## src/hw/rtl/lir_pkg.sv

```systemverilog
// Shared types and constants for the linear interpolation resampler.
`default_nettype none

package lir_pkg;

    // Position fixed point and datapath widths
    localparam int STEP_FRAC_BITS = 16;
    localparam int POS_W          = 20;
    localparam int SAMPLE_W       = 32;
    localparam int OUT_W          = 16;
    localparam int CFG_IDX_W      = 1;
    localparam int CFG_DATA_W     = 20;

    localparam logic [POS_W-1:0] POS_ONE   = POS_W'(1) << STEP_FRAC_BITS;
    localparam logic [POS_W-1:0] STEP_HALF = POS_W'(1) << (STEP_FRAC_BITS - 1);
    localparam logic [POS_W-1:0] STEP_RST  = POS_W'(196608);

    // Shared multiplier: signed sample times weight, or clamp magnitude times PCM full scale
    localparam int MUL_A_W = SAMPLE_W + 1;
    localparam int MUL_B_W = (STEP_FRAC_BITS + 2 > OUT_W) ? STEP_FRAC_BITS + 2 : OUT_W;
    localparam int ACC_W   = MUL_A_W + MUL_B_W;

    // Q4.28 clamp and PCM scaling
    localparam int Q_FRAC_BITS = 28;
    localparam int Q_MAG_W     = Q_FRAC_BITS + 1;
    localparam logic [Q_MAG_W-1:0] Q_ONE   = Q_MAG_W'(1) << Q_FRAC_BITS;
    localparam logic [MUL_B_W-1:0] PCM_MAX = MUL_B_W'(32767);

    // Configuration register indexes
    localparam logic [CFG_IDX_W-1:0] REG_SAMPLE_FORMAT = 1'd0;
    localparam logic [CFG_IDX_W-1:0] REG_PHASE_STEP    = 1'd1;

    typedef enum logic [1:0] {
        FMT_FLOAT32 = 2'd0,
        FMT_INT16   = 2'd1,
        FMT_INT32   = 2'd2,
        FMT_NONE    = 2'd3
    } fmt_t;

    typedef enum logic [1:0] {
        MAC_HOLD = 2'd0,
        MAC_LOAD = 2'd1,
        MAC_ADD  = 2'd2
    } mac_op_t;

    typedef struct packed {
        mac_op_t op;
    } mac_ctrl_t;

    typedef enum logic [2:0] {
        ST_IDLE     = 3'd0,
        ST_DECODE   = 3'd1,
        ST_MUL_PREV = 3'd2,
        ST_MUL_CUR  = 3'd3,
        ST_CLAMP    = 3'd4,
        ST_SCALE    = 3'd5,
        ST_EMIT     = 3'd6
    } state_t;

endpackage

`default_nettype wire

```

## src/hw/rtl/lir_decode.sv

```systemverilog
// Sample decoder: float32, int16 or int32 word to signed Q4.28, else zero.
`default_nettype none

module lir_decode (
    input  wire  lir_pkg::fmt_t                 fmt,
    input  wire  logic [lir_pkg::SAMPLE_W-1:0]  word,
    output logic signed [lir_pkg::SAMPLE_W-1:0] value
);
    import lir_pkg::*;

    logic [7:0]          f_exp;
    logic [22:0]         f_frac;
    logic [23:0]         f_mant;
    logic                f_neg;
    logic [7:0]          f_rsh;
    logic [24:0]         f_rnd;
    logic [30:0]         f_mag;
    logic [SAMPLE_W-1:0] f_val;

    always_comb
    begin
        f_exp  = word[30:23];
        f_frac = word[22:0];
        f_mant = {1'b1, f_frac};
        f_neg  = word[31];
        f_rsh  = 8'd122 - f_exp;
        f_rnd  = {1'b0, f_mant} + (25'd1 << (f_rsh[4:0] - 5'd1));
        f_mag  = '0;
        f_val  = '0;
        if ((f_exp == 8'hFF && f_frac != '0) || f_exp == 8'h00)
        begin
            f_val = '0;                       // NaN and subnormals
        end
        else if (f_exp >= 8'd130)
        begin
            f_val = f_neg ? 32'h8000_0000 : 32'h7FFF_FFFF;
        end
        else
        begin
            if (f_exp >= 8'd122)
                f_mag = 31'(f_mant) << f_exp[2:0] - 3'd2;   // e - 122, 0..7
            else if (f_rsh < 8'd26)
                f_mag = 31'(f_rnd >> f_rsh[4:0]);
            else
                f_mag = '0;
            f_val = f_neg ? -{1'b0, f_mag} : {1'b0, f_mag};
        end
    end

    always_comb
    begin
        unique case (fmt)
            FMT_FLOAT32: value = f_val;
            FMT_INT16:   value = {{3{word[15]}}, word[15:0], 13'd0};
            FMT_INT32:   value = {{3{word[31]}}, word[31:3]};
            FMT_NONE:    value = '0;
        endcase
    end

endmodule

`default_nettype wire

```

## src/hw/rtl/lir_mac.sv

```systemverilog
// Shared signed multiply-accumulate unit with registered accumulator.
`default_nettype none

module lir_mac (
    input  wire  logic                              clk,
    input  wire  lir_pkg::mac_ctrl_t                ctrl,
    input  wire  logic signed [lir_pkg::MUL_A_W-1:0] mul_a,
    input  wire  logic signed [lir_pkg::MUL_B_W-1:0] mul_b,
    output logic signed [lir_pkg::ACC_W-1:0]        acc
);
    import lir_pkg::*;

    logic signed [ACC_W-1:0] prod;
    logic signed [ACC_W-1:0] acc_reg;
    logic signed [ACC_W-1:0] acc_next;

    always_comb
    begin
        prod = ACC_W'(mul_a) * ACC_W'(mul_b);
        case (ctrl.op)
            MAC_LOAD: acc_next = prod;
            MAC_ADD:  acc_next = acc_reg + prod;
            default:  acc_next = acc_reg;
        endcase
    end

    always_ff @(posedge clk)
    begin
        acc_reg <= acc_next;
    end

    assign acc = acc_reg;

endmodule

`default_nettype wire

```

## src/hw/rtl/linear_interp_resampler.sv

```systemverilog
// Top level of the linear interpolation sample-rate converter.
// An input is decoded, then makes 0..2 results, each by multiply previous,
//   multiply current, clamp, scale, emit: three passes through the single
//   shared multiplier. Emit waits on a stalled output; inputs wait for idle.
// Reset: async active low; format float32, step 3.0, no previous sample,
//   read position zero, output register empty.
`default_nettype none

module linear_interp_resampler (
    input  wire  logic                              clk,
    input  wire  logic                              rst_n,
    // configuration write port
    input  wire  logic                              cfg_we,
    input  wire  logic [lir_pkg::CFG_IDX_W-1:0]     cfg_index,
    input  wire  logic [lir_pkg::CFG_DATA_W-1:0]    cfg_data,
    // input samples
    input  wire  logic                              in_valid,
    output logic                                    in_ready,
    input  wire  logic [lir_pkg::SAMPLE_W-1:0]      sample_word,
    // resampled output
    output logic                                    out_valid,
    input  wire  logic                              out_ready,
    output logic signed [lir_pkg::OUT_W-1:0]        out_sample,
    output logic                                    last_of_run
);
    import lir_pkg::*;

    // ---------------------------------------------------------------
    // Configuration registers
    // ---------------------------------------------------------------
    fmt_t             fmt_reg;
    logic [POS_W-1:0] step_reg;

    always_ff @(posedge clk or negedge rst_n)
    begin
        if (!rst_n)
        begin
            fmt_reg  <= FMT_FLOAT32;
            step_reg <= STEP_RST;
        end
        else if (cfg_we)
        begin
            unique case (cfg_index)
                REG_SAMPLE_FORMAT: fmt_reg  <= fmt_t'(cfg_data[1:0]);
                REG_PHASE_STEP:    step_reg <= cfg_data[POS_W-1:0];
            endcase
        end
    end

    // Steps below one half act as one half: at most two results per input
    logic [POS_W-1:0] step_eff;
    assign step_eff = (step_reg < STEP_HALF) ? STEP_HALF : step_reg;

    // ---------------------------------------------------------------
    // State
    // ---------------------------------------------------------------
    state_t                      state_reg, state_next;
    logic                        have_prev_reg;
    logic                        second_reg;     // second result of this run
    logic [POS_W-1:0]            pos_reg;        // read position past prev
    logic [SAMPLE_W-1:0]         word_reg;
    logic signed [SAMPLE_W-1:0]  prev_reg;
    logic signed [SAMPLE_W-1:0]  cur_reg;
    logic [Q_MAG_W-1:0]          q_mag_reg;
    logic                        q_neg_reg;
    logic                        out_valid_reg;
    logic signed [OUT_W-1:0]     out_sample_reg;
    logic                        out_last_reg;

    // ---------------------------------------------------------------
    // Decoder and shared multiplier
    // ---------------------------------------------------------------
    logic signed [SAMPLE_W-1:0] dec_value;

    lir_decode u_decode (
        .fmt   (fmt_reg),
        .word  (word_reg),
        .value (dec_value)
    );

    mac_ctrl_t                  mac_ctrl;
    logic signed [MUL_A_W-1:0]  mul_a;
    logic signed [MUL_B_W-1:0]  mul_b;
    logic signed [ACC_W-1:0]    acc;

    lir_mac u_mac (
        .clk   (clk),
        .ctrl  (mac_ctrl),
        .mul_a (mul_a),
        .mul_b (mul_b),
        .acc   (acc)
    );

    // ---------------------------------------------------------------
    // Datapath helpers
    // ---------------------------------------------------------------
    logic [STEP_FRAC_BITS:0]   w_prev;     // 1 - f
    logic [STEP_FRAC_BITS-1:0] w_cur;      // f
    logic signed [ACC_W-1:0]   q_full;     // interpolated Q4.28, unclamped
    logic [Q_MAG_W-1:0]        q_mag;
    logic                      q_neg;
    logic [ACC_W-1:0]          pcm_rnd;
    logic [OUT_W-1:0]          pcm_mag;
    logic [POS_W:0]            pos_adv;
    logic                      more;
    logic                      emit_fire;
    logic                      in_fire;
    logic                      pos_past;   // position already at or past cur

    always_comb
    begin
        w_prev   = POS_ONE[STEP_FRAC_BITS:0] - {1'b0, pos_reg[STEP_FRAC_BITS-1:0]};
        w_cur    = pos_reg[STEP_FRAC_BITS-1:0];
        pos_past = pos_reg >= POS_ONE;

        // round to nearest, ties toward plus infinity
        q_full = (acc + (ACC_W'(1) << (STEP_FRAC_BITS - 1))) >>> STEP_FRAC_BITS;
        q_neg  = q_full[ACC_W-1];
        if (q_full > $signed(ACC_W'(Q_ONE)) || q_full < -$signed(ACC_W'(Q_ONE)))
            q_mag = Q_ONE;
        else if (q_neg)
            q_mag = Q_MAG_W'(-q_full);
        else
            q_mag = Q_MAG_W'(q_full);

        // |q| * 32767 rounded half up, sign applied afterward
        pcm_rnd = acc + (ACC_W'(1) << (Q_FRAC_BITS - 1));
        pcm_mag = pcm_rnd[Q_FRAC_BITS +: OUT_W];

        pos_adv = {1'b0, pos_reg} + {1'b0, step_eff};
        more    = !second_reg && (pos_adv < {1'b0, POS_ONE});
    end

    // ---------------------------------------------------------------
    // Sequencer: next state
    // ---------------------------------------------------------------
    always_comb
    begin
        state_next = state_reg;
        unique case (state_reg)
            ST_IDLE:
                if (in_valid)
                    state_next = ST_DECODE;
            ST_DECODE:
                if (have_prev_reg && !pos_past)
                    state_next = ST_MUL_PREV;
                else
                    state_next = ST_IDLE;
            ST_MUL_PREV: state_next = ST_MUL_CUR;
            ST_MUL_CUR:  state_next = ST_CLAMP;
            ST_CLAMP:    state_next = ST_SCALE;
            ST_SCALE:    state_next = ST_EMIT;
            ST_EMIT:
                if (emit_fire)
                    state_next = more ? ST_MUL_PREV : ST_IDLE;
            default:     state_next = ST_IDLE;
        endcase
    end

    // ---------------------------------------------------------------
    // Sequencer: outputs (ready, emit, multiplier control, operand select)
    // ---------------------------------------------------------------
    always_comb
    begin
        in_ready    = 1'b0;
        emit_fire   = 1'b0;
        mac_ctrl.op = MAC_HOLD;
        mul_a       = MUL_A_W'(prev_reg);
        mul_b       = MUL_B_W'(w_prev);
        unique case (state_reg)
            ST_IDLE:
                in_ready = 1'b1;
            ST_MUL_PREV:
            begin
                mac_ctrl.op = MAC_LOAD;
                mul_a       = MUL_A_W'(prev_reg);
                mul_b       = MUL_B_W'(w_prev);
            end
            ST_MUL_CUR:
            begin
                mac_ctrl.op = MAC_ADD;
                mul_a       = MUL_A_W'(cur_reg);
                mul_b       = MUL_B_W'(w_cur);
            end
            ST_SCALE:
            begin
                mac_ctrl.op = MAC_LOAD;
                mul_a       = MUL_A_W'(q_mag_reg);
                mul_b       = PCM_MAX;
            end
            ST_EMIT:
                emit_fire = !out_valid_reg || out_ready;
            default:
                mac_ctrl.op = MAC_HOLD;
        endcase
    end

    assign in_fire = in_valid && in_ready;

    // ---------------------------------------------------------------
    // Control registers
    // ---------------------------------------------------------------
    always_ff @(posedge clk or negedge rst_n)
    begin
        if (!rst_n)
        begin
            state_reg     <= ST_IDLE;
            have_prev_reg <= 1'b0;
            second_reg    <= 1'b0;
            pos_reg       <= '0;
            out_valid_reg <= 1'b0;
        end
        else
        begin
            state_reg <= state_next;

            if (state_reg == ST_DECODE)
            begin
                have_prev_reg <= 1'b1;
                second_reg    <= 1'b0;
                // no result from this input: step the position back by one
                if (have_prev_reg && pos_past)
                    pos_reg <= pos_reg - POS_ONE;
            end

            if (emit_fire)
            begin
                second_reg <= 1'b1;
                pos_reg    <= more ? pos_adv[POS_W-1:0]
                                   : pos_adv[POS_W-1:0] - POS_ONE;
            end

            if (emit_fire)
                out_valid_reg <= 1'b1;
            else if (out_ready)
                out_valid_reg <= 1'b0;
        end
    end

    // ---------------------------------------------------------------
    // Payload registers
    // ---------------------------------------------------------------
    always_ff @(posedge clk)
    begin
        if (in_fire)
            word_reg <= sample_word;

        if (state_reg == ST_DECODE)
        begin
            cur_reg <= dec_value;
            // first sample, or no result: it becomes the previous sample now
            if (!have_prev_reg || pos_past)
                prev_reg <= dec_value;
        end

        if (state_reg == ST_CLAMP)
        begin
            q_mag_reg <= q_mag;
            q_neg_reg <= q_neg;
        end

        if (emit_fire)
        begin
            out_sample_reg <= q_neg_reg ? -$signed(pcm_mag) : $signed(pcm_mag);
            out_last_reg   <= !more;
            if (!more)
                prev_reg <= cur_reg;
        end
    end

    assign out_valid   = out_valid_reg;
    assign out_sample  = out_sample_reg;
    assign last_of_run = out_last_reg;

    // ---------------------------------------------------------------
    // Assertions
    // ---------------------------------------------------------------

    // once a previous sample exists it is never forgotten
    a_have_prev_sticks: assert property (@(posedge clk) disable iff (!rst_n)
        have_prev_reg |=> have_prev_reg)
        else $error("previous-sample flag cleared");

    // results only come from interpolation between two samples
    a_emit_needs_prev: assert property (@(posedge clk) disable iff (!rst_n)
        emit_fire |-> have_prev_reg)
        else $error("result emitted with no previous sample");

    // the second result of a run always closes the run
    a_second_is_last: assert property (@(posedge clk) disable iff (!rst_n)
        (emit_fire && second_reg) |=> (out_valid && last_of_run))
        else $error("third result started for one input");

    // clamped magnitude stays within plus or minus one
    a_clamp_range: assert property (@(posedge clk) disable iff (!rst_n)
        (state_reg == ST_SCALE) |-> (q_mag_reg <= Q_ONE))
        else $error("clamp out of range");

endmodule

`default_nettype wire

```

## config.mk

```make
export PLATFORM = sky130hd
export DESIGN_NAME = linear_interp_resampler
export DESIGN_NICKNAME = d
export VERILOG_FILES = /design/src/hw/rtl/lir_pkg.sv /design/src/hw/rtl/lir_decode.sv /design/src/hw/rtl/lir_mac.sv /design/src/hw/rtl/linear_interp_resampler.sv
export SDC_FILE = /design/constraint.sdc
export NUM_CORES = 2
export LEC_CHECK = 0
export BUFFER_PORTS_ARGS = -buffer_cell sky130_fd_sc_hd__buf_2
export CORE_MARGIN = 8
export CORE_UTILIZATION = 52
export DETAILED_ROUTE_END_ITERATION = 7
export PLACE_DENSITY = 0.64
export SETUP_SLACK_MARGIN = 0.1
export SYNTH_ARGS = -nofsm -noshare
export SYNTH_HDL_FRONTEND = slang
export SYNTH_SLANG_ARGS = --single-unit
```

## constraint.sdc

```tcl
create_clock -name clk -period 25.4 [get_ports clk]
set_clock_uncertainty 0.05 [all_clocks]
set_input_delay 0 -clock clk [delete_from_list [all_inputs] [get_ports clk]]
set_output_delay 0 -clock clk [all_outputs]
set_load 0.1 [all_outputs]
```

==> impl_metrics.py <==
metrics = {
    "outcome": {
        "status": "complete, no violations",
    },
    "setup_path": {
        "slowest_delay_ps": 1020,
        "cp_num_buf_inv": 4,
        "cp-start-kind": "register",
        "slowest_stage": "a221oi_1",
        "reg2reg_depth": 39,
        "arrival_ps": 12570,
        "crit_top_cell": "fa_1",
        "crit_cells": 39,
        "crit_type": "reg -> reg",
        "cp.required_ps": 25730,
        "crit_fanout": 56,
        "setup.worst_path.end_class": "register",
        "cp_top_family": "compound AO/OA/AOI/OAI gates",
    },
    "global_routing": {
        "grt_pass1_wl_mm": 206,
        "grt_max_degree": 75,
        "grt_antenna_before_repair": 5,
        "overflow": 0,
        "grtUsageTotal_pct": 29.2,
        "grt_pass1_vias": 35772,
    },
    "drt": {
        "ant_nets": 0,
        "viasPerCell": 6.04,
        "dr.pass1.iters": 6,
        "drtIter0Drc": 3233,
        "vias": 35374,
        "routedWlPerCell_um": 22.3,
        "drc": 0,
        "wl_mm": 130,
    },
    "layout": {
        "fill_cells": 7289,
        "syn_to_final_growth_pct": 7.09,
        "largest_reg_flops": 51,
        "antenna_cells": 0,
        "stdcell_area_sq_mm": 0.0441,
        "final_cells": 5852,
        "nets": 5599,
        "drive_gt1_share_pct": 8.12,
    },
    "synth": {
        "synthArstFlopShare_pct": 19.8,
        "synth_edf_count": 162,
        "yosysWarnings": 0,
        "synth_area_leaders": "fa_1 26%, edfxtp_1 12%, ha_1 7.2%",
        "ys_seq_area_share_pct": 16.3,
        "syn_nets": 5588,
        "yosysUniqueCellTypes": 129,
        "syn_inst": 4766,
        "synth_area_leader_cell": "fa_1",
        "syn_avg_cell_area_sq_um": 8.64,
        "synth_area_sq_mm": 0.0412,
        "synth_top_cell_area_share_pct": 25.7,
        "ys_ff_latch": 242,
        "synth_ff_type": "edfxtp_1",
    },
    "timing": {
        "post-route-period-util_pct": 48.2,
        "final_max_slew_viol_count": 0,
        "setup_viol_count_final": 0,
        "fin_crit_ps": 12240,
        "timing_hold_violations_final": 0,
        "fmax_ghz": 0.0817,
        "fin_ws_ps": 13160,
        "tns_ps": 0,
        "rsz0062_at_grt": "false",
        "slew_headroom_pct": 11.3,
        "tightest_slew_ps": 1330,
    },
    "place": {
        "dp_hpwl_mm": 102,
        "post-place-ws_ps": 13240,
        "io_buffers": 76,
        "dpl-instance-area_sq_mm": 0.0423,
        "place.gp.congestion": 0.987,
        "placed_cells": 5721,
    },
    "cts": {
        "cts_tree": "done",
        "postCtsHoldBufs": 73,
        "cts_buffer_depth": 3,
        "cts_setup_buffers": 0,
        "cts.clk_slew.worst_paths_ps": 70,
        "cts_sinks": 242,
        "root_buffer": "clkbuf_16",
        "cts_buffers": 31,
        "htreeDepth": 1,
        "cts_resized": 0,
        "clock_latency_ps": 630,
    },
    "floorplan": {
        "design.die.area_sq_mm": 0.0885,
        "start_util_pct": 52.3,
        "die_h_um": 297,
        "die_w_um": 297,
        "placementRows": 103,
        "ios": 77,
        "core_area_sq_mm": 0.0787,
    },
    "min_path": {
        "whs_path_depth": 2,
        "hold_path.class": "in -> reg",
    },
    "job": {
        "cap_violations": 0,
    },
}
-- cells by family after synthesis --
family / after synthesis / share of synthesized area [%]
compound gates: 880 / 15.3
xor+xnor: 227 / 4.89
fa+ha+maj: 764 / 32.8
buf+inv: 908 / 8.92
flops: 242 / 16.3
mux: 128 / 3.87
simple gates: 1617 / 17.9
-- per-layer routing --
metal  global-route usage (%)  vias up  wire, um
li1                         -    16014         -
met1                     38.3    17433     52400
met2                     46.3     1566     58700
met3                     6.18      359     12100
met4                     13.3        2      7210
met5                        0        -        16
-- through the flow --
| step | hold slack (ps) | util [%] |
|---|---|---|
| after detailed placement | 95.0 | 53.7 |
| after floorplan | -346 | - |
| final | 27.4 | 56.0 |
| after global routing | 2.41 | 56.0 |
| after global placement | 93.5 | 53.7 |
| after CTS | 0.428 | 56.0 |
-- cell usage after synthesis (42+ instances only) --
cell type,number
a21o_1,68
xor2_1,83
nand3_1,92
nand2b_1,48
nand2_1,599
a211oi_1,44
fa_1,528
edfxtp_1,162
clkbuf_1,184
mux2i_1,51
ha_1,236
mux2_2,56
o21ai_0,148
inv_1,673
xnor2_1,142
and3_1,65
dfrtp_1,46
nor2_1,495
and2_1,42
nor2b_1,48
a21oi_1,194
nor3_1,55
-- area by class of cell --
class	instances	area [sq um]	share of cell area, %
Sequential cell	242	6710	15.2
Clock buffer	33	793	1.80
Clock inverter	25	288	0.652
Inverter	675	2530	5.74
Tap cell	1050	1310	2.98
Multi-Input combinational cell	3616	30900	70.1
Timing Repair Buffer	211	1580	3.57
-- layout by cell type (no fill, tap or decap), drive strengths merged, types with 20 or more instances in the layout --
cell,n
a211oi,48
a21o,70
a21oi,199
a221o,40
a221oi,44
a31oi,23
and2,47
and3,67
buf,138
clkbuf,33
dfrtp,46
dfxtp,32
dlygate4sd3,73
edfxtp,162
fa,528
ha,236
inv,680
mux2,57
mux2i,52
nand2,600
nand2b,48
nand3,92
nand4,33
nor2,497
nor2b,49
nor3,59
nor4,23
o211ai,30
o21a,24
o21ai,157
o21bai,20
o31ai,26
or2,21
or3,29
xnor2,142
xor2,83
-- worst register-to-register path, delay by kind of cell, from the launching register on --
family,cells,cell delay [ps]
fa+ha+maj,8,3780
buf+inv,4,220
xor+xnor,3,760
flops,1,470
simple gates,10,2270
compound gates,14,4440
-- path summary, 6_finish.rpt --
path / slack [ps] / end / from
worst max-delay path: 13160 / u_mac.acc[50]$_DFFE_PP_ / state_reg[1]$_DFFE_PN0P_
worst min-delay path: 30 / word_reg[21]$_DFFE_PP_ / sample_word[21]
worst max register to register: 13160 / u_mac.acc[50]$_DFFE_PP_ / state_reg[1]$_DFFE_PN0P_
worst min register to register: 440 / prev_reg[0]$_DFF_P_ / cur_reg[0]$_DFFE_PP_
max in group asynchronous: 24340 / step_reg[5]$_DFFE_PN0P_ / rst_n
min in group asynchronous: 530 / fmt_reg[1]$_DFFE_PN0P_ / rst_n
Power is not shown: default switching activity piles up to over one toggle a cycle in this logic, so the estimate is an artifact.
